## src/rtl/core/sfq_pkg.sv

```systemverilog
// ----------------------------------------------------------------------------
// sfq_pkg: shared types and constants of the searchable FIFO queue
// Command codes, status codes, controller states and the control word that
// the queue controller hands to every storage cell.
// ----------------------------------------------------------------------------
package sfq_pkg;

    // Width of one queue entry.
    localparam int DATA_W = 32;

    typedef logic signed [DATA_W-1:0] t_data;

    // Answer for a search that finds nothing, or a query on an empty queue.
    localparam t_data MINUS_ONE = t_data'(-1);

    // Command carried by one input beat.
    typedef enum logic [2:0] {
        MODE_PUSH         = 3'd0,
        MODE_POP          = 3'd1,
        MODE_FIND         = 3'd2,
        MODE_REMOVE_ALL   = 3'd3,
        MODE_REMOVE_FIRST = 3'd4,
        MODE_MAX          = 3'd5,
        MODE_MIN          = 3'd6
    } t_mode;

    // Status reported with every result.
    typedef enum logic [1:0] {
        ST_OK    = 2'd0,
        ST_EMPTY = 2'd1,
        ST_FULL  = 2'd2
    } t_status;

    // Controller states.
    typedef enum logic [1:0] {
        S_IDLE = 2'd0,
        S_WALK = 2'd1,
        S_FIN  = 2'd2
    } t_state;

    // Per-cell control: load the pushed value, shift towards the front, or
    // take the recirculated front entry as the new tail.
    typedef struct packed {
        logic load_push;
        logic shift;
        logic load_tail;
    } t_cell_ctrl;

endpackage

```

## src/rtl/core/sfq_cell.sv

```systemverilog
// ----------------------------------------------------------------------------
// sfq_cell: one storage cell of the queue chain
// Holds one entry. Cell 0 is the queue front; every shift moves each entry
// one cell towards the front, and the walk writes kept entries back at the tail.
// ----------------------------------------------------------------------------
module sfq_cell import sfq_pkg::*; (
    input  logic       i_clk,
    input  t_cell_ctrl i_ctrl,
    input  t_data      i_push_value,
    input  t_data      i_tail_value,
    input  t_data      i_right_value,
    output t_data      o_value
);

    t_data r_value;
    t_data n_value;

    // A push writes the cell at the tail; a shift takes the neighbour's entry
    // unless this cell is where the recirculated front entry lands.
    always_comb begin
        n_value = r_value;
        if (i_ctrl.load_push) begin
            n_value = i_push_value;
        end else if (i_ctrl.shift) begin
            n_value = i_ctrl.load_tail ? i_tail_value : i_right_value;
        end
    end

    always_ff @(posedge i_clk) begin
        r_value <= n_value;
    end

    assign o_value = r_value;

endmodule
```

## config.mk

```make
export PLATFORM = sky130hd
export DESIGN_NAME = sfq_cell
export DESIGN_NICKNAME = d
export VERILOG_FILES = /design/src/rtl/core/sfq_pkg.sv /design/src/rtl/core/sfq_cell.sv
export SDC_FILE = /design/constraint.sdc
export NUM_CORES = 1
export LEC_CHECK = 0
export ABC_AREA = 0
export BUFFER_PORTS_ARGS = -buffer_cell sky130_fd_sc_hd__buf_2
export CAP_MARGIN = 30
export CORE_MARGIN = 3
export CORE_UTILIZATION = 39
export CTS_CLUSTER_DIAMETER = 200
export DETAILED_ROUTE_END_ITERATION = 6
export PLACE_DENSITY = 0.8
export SYNTH_ARGS = -nofsm -noshare
export SYNTH_HDL_FRONTEND = slang
export SYNTH_SLANG_ARGS = --single-unit
```

## constraint.sdc

```tcl
create_clock -name i_clk -period 1.9 [get_ports i_clk]
set_clock_uncertainty 0.15 [all_clocks]
set_input_delay 0.38 -clock i_clk [delete_from_list [all_inputs] [get_ports i_clk]]
set_output_delay 0.38 -clock i_clk [all_outputs]
set_load 0.02 [all_outputs]
```

=== Yosys cells after proc, flatten, opt, wreduce, memory -nomap -nowiden ===
Index checks and enable logic that the tools add are counted.

* Reductions and logical operators: 1
* Multiplexer cells: 3

{| class="wikitable"
|+ Operator list
! kind !! count
|-
| two-way mux 32 bit || 3
|-
| nonzero test 2 bit || 1
|}

* Output and inout bits: 32
* Flip-flop bits (word level): 32

=== Logic depth before layout (Yosys ltp) ===
* Depth after elaboration: 3
* Depth in mapped cells: 4
* Depth with buffers taken out: 2

=== Worst setup path after synthesis ===
OpenSTA, ideal clock, no wires.

* Path type: input to register
* From: input i_ctrl[2] (netlist bit)
* To: register r_value[0] (netlist: o_value[0]) (enable)
* Stages: 2
* Data arrival time: 999 ps
* Path buffers: 1
* Setup time: 375 ps
* Required time: 1375 ps
* Setup slack: 376 ps
* Path through: buf_2 or2_2

* Longest elaborated chain between the ends: 1

{| class="wikitable"
|+ Ends and longest elaborated chain
! item !! line !! text
|-
| start, declared || sfq_cell.sv:8 || <nowiki>input t_cell_ctrl i_ctrl,</nowiki>
|-
| nonzero test 2 bit (no source line) || -- ||
|-
| end signal, assigned || sfq_cell.sv:30 || <nowiki>r_value <= n_value;</nowiki>
|-
| end, declared || sfq_cell.sv:15 || <nowiki>t_data r_value;</nowiki>
|}

No other way between the ends.
A chain may end at the register's enable or synchronous reset.

=== Worst setup path in the final report ===
* From: register r_value[23] (netlist: o_value[23])
* To: output o_value[23]

{| class="wikitable"
|+ RTL lines
! item !! line !! text
|-
| end, declared || sfq_cell.sv:12 || <nowiki>output t_data o_value</nowiki>
|}

No word-level cell between the ends.

==> metrics <==
outcome=finished, final reports clean; via count of the first global-routing pass=1484; Power Dens Cells=751 mW/mm^2; WS Path Type=flop to output pin; hold-critical path endpoint=o_value[31]; count of mapped cells out of synthesis=140; number of flip-flops under the largest register name=32; final setup violating endpoints=0; chain of cells forming the critical path=buf_2; starting density of the core=41.2%; initial antenna violation count=0; share of final-layout standard cells stronger than drive strength 1=51.5%; n_diodes=0; worst min-delay path startpoint=i_push_value[31]; floorplan die width=71.5 um; number of cells on the worst hold path=3; DRC errors left=0; highest-delay cell along the critical path=edfxtp_1; clock buffers created by TritonCTS=5; DRT antenna net count=0; Max transition margin=51.9%; clock tree root buffer cell=clkbuf_8; mean instance size in the synthesized netlist=11.9 um^2; count of H-tree levels built during CTS=2; Tot Pwr=1.80 mW; placer's final routability congestion estimate=slightly above 0.7; cell area after technology mapping=0.00167 mm^2; post-route standard cell area excluding fillers=0.00239 mm^2; Max stage delay on crit path=0.39 ns; capturing element type of the critical path=output pin; per-cell routed wire length=13.5 um; Iteration-0 DRC Markers=75; pin count of the biggest net entering global routing=65; unrepaired setup endpoints after global routing=no; Port-buffer cells=131; vertical extent of the die=71.5 um; data arrival time of the critical path=0.83 ns; share of the synthesized area in the top cell type=57.4%; post-synthesis cell type with the largest combined area=edfxtp_1; post-synthesis sequential area ratio=between 50% and 60%; CTS Hold Bufs=0; Post-Place Cell Area=0.00231 mm^2; dpl hpwl=3360 um; CTS clock-pin slew for the worst setup and hold paths=roughly 0.060 ns; nature of the critical path startpoint=flop; global-route total usage across every layer=16.4%; Hold Crit Class=input port to flop; sum of overflow across all layers after global routing=0; count of fill cells added during filler insertion=between 300 and 400; Worst-Margin Slew=approximately 0.72 ns; family with the most delay on the worst path=flip-flops; Synth Warn #=0; required time of the worst setup path=1.37 ns; mean number of vias per cell=4.73; area growth from synthesis to final layout=43.1%; Placeable Area=about 0.0041 mm^2; wire length of the first global-routing pass=about 6400 um; Hold Fails Final Rpt=0; maximum clock rate=733 MHz; count of boundary I/O pins=132; # resized after CTS=0; Max Root-Sink Buffers=2; CP Max Fanout=1; Detailed Route WL=4330 um; ratio of final minimum period to clock period=71.8%; number of library cell types mapped by synthesis=10; peak supply drop=0.352 mV; min Tclk post-route=1.36 ns; leakage=1.21 nW; Die Footprint=0.00511 mm^2; worst setup slack after layout=0.536 ns; setup TNS after final layout=0 ns; count of pins over their slew limit=0; synthesized netlist net count=240; pre-CTS setup slack=0.285 ns; top cells by area, synth=edfxtp_1, mux2i_1, o21ai_1, nand2_1, buf_12; number of rows created at floorplan=23; CTS tree=yes; final net count=369; number of iterations in the first detailed-routing pass=4; number of sinks on the clock net=32; count of max-cap constraint violations=0; post-CTS setup repair buffer count=0; count of state elements after synthesis=32; number of buffer and inverter stages on the critical path=1; via count=1513
[final cells by class]
type	instances	area, um^2	area share (%)
Tap cell	50	62.6	2.61
Clock buffer	7	76.3	3.19
Multi-Input combinational cell	97	607	25.4
Timing Repair Buffer	133	683	28.5
Sequential cell	32	961	40.1
Clock inverter	1	3.75	0.157
[how the worst max path moves through the flow]
| stage | startpoint | to | slack (ns) | cells past startpoint |
|---|---|---|---|---|
| finish | o_value[23] | o_value[23] | 0.54 | 1 |
| floorplan | i_ctrl[2] | o_value[0] | 0.38 | 2 |
| CTS | o_value[23] | o_value[23] | 0.51 | 1 |
| detailed placement | i_ctrl[2] | o_value[13] | 0.29 | 2 |
| global placement | i_ctrl[2] | o_value[12] | 0.30 | 2 |
| global route | o_value[24] | o_value[24] | 0.49 | 1 |
[cell usage in the layout (no fill, tap or decap)]
cell,n
buf_4,1
buf_12,1
nand2_1,32
buf_2,131
o21ai_1,30
mux2i_1,32
or2_2,1
o21ai_0,2
edfxtp_1,32
clkbuf_8,5
clkbuf_1,2
clkinv_1,1
[kinds of logic after synthesis]
family / count (synthesis) / share of synthesized area (%)
flops: 32 / 57.4
mux: 32 / 19.1
simple gates: 33 / 7.55
buf+inv: 11 / 6.28
compound gates: 32 / 9.57
[Yosys cell counts]
cell type	count
edfxtp_1	32
nand2_1	32
o21ai_0	2
buf_2	6
buf_12	3
clkbuf_1	1
mux2i_1	32
or2_2	1
o21ai_1	30
buf_6	1
[metrics by stage]
step	utilization (%)	cells	hold slack (ns)
CTS	59.0	320	0.233
detailed placement	57.0	312	0.519
finish	59.0	320	0.241
global route	59.0	320	0.249
global placement	57.0	312	0.514
floorplan	-	140	0.421
[metal layers]
| layer | global-route usage, % | wire length (um) | vias up |
|---|---|---|---|
| li1 | - | - | 766 |
| met1 | 16.7 | 1560 | 656 |
| met2 | 30.9 | 2270 | 86 |
| met3 | 4.91 | 449 | 5 |
| met4 | 6.26 | 56 | 0 |
| met5 | 0 | 0 | - |
[power by group]
group / internal, mW / switching, mW
registers: 0.875 / 0.0172
logic: 0.184 / 0.252
clock network: 0.254 / 0.215
total: 1.31 / 0.484
Power figures use the tool's default switching activity.
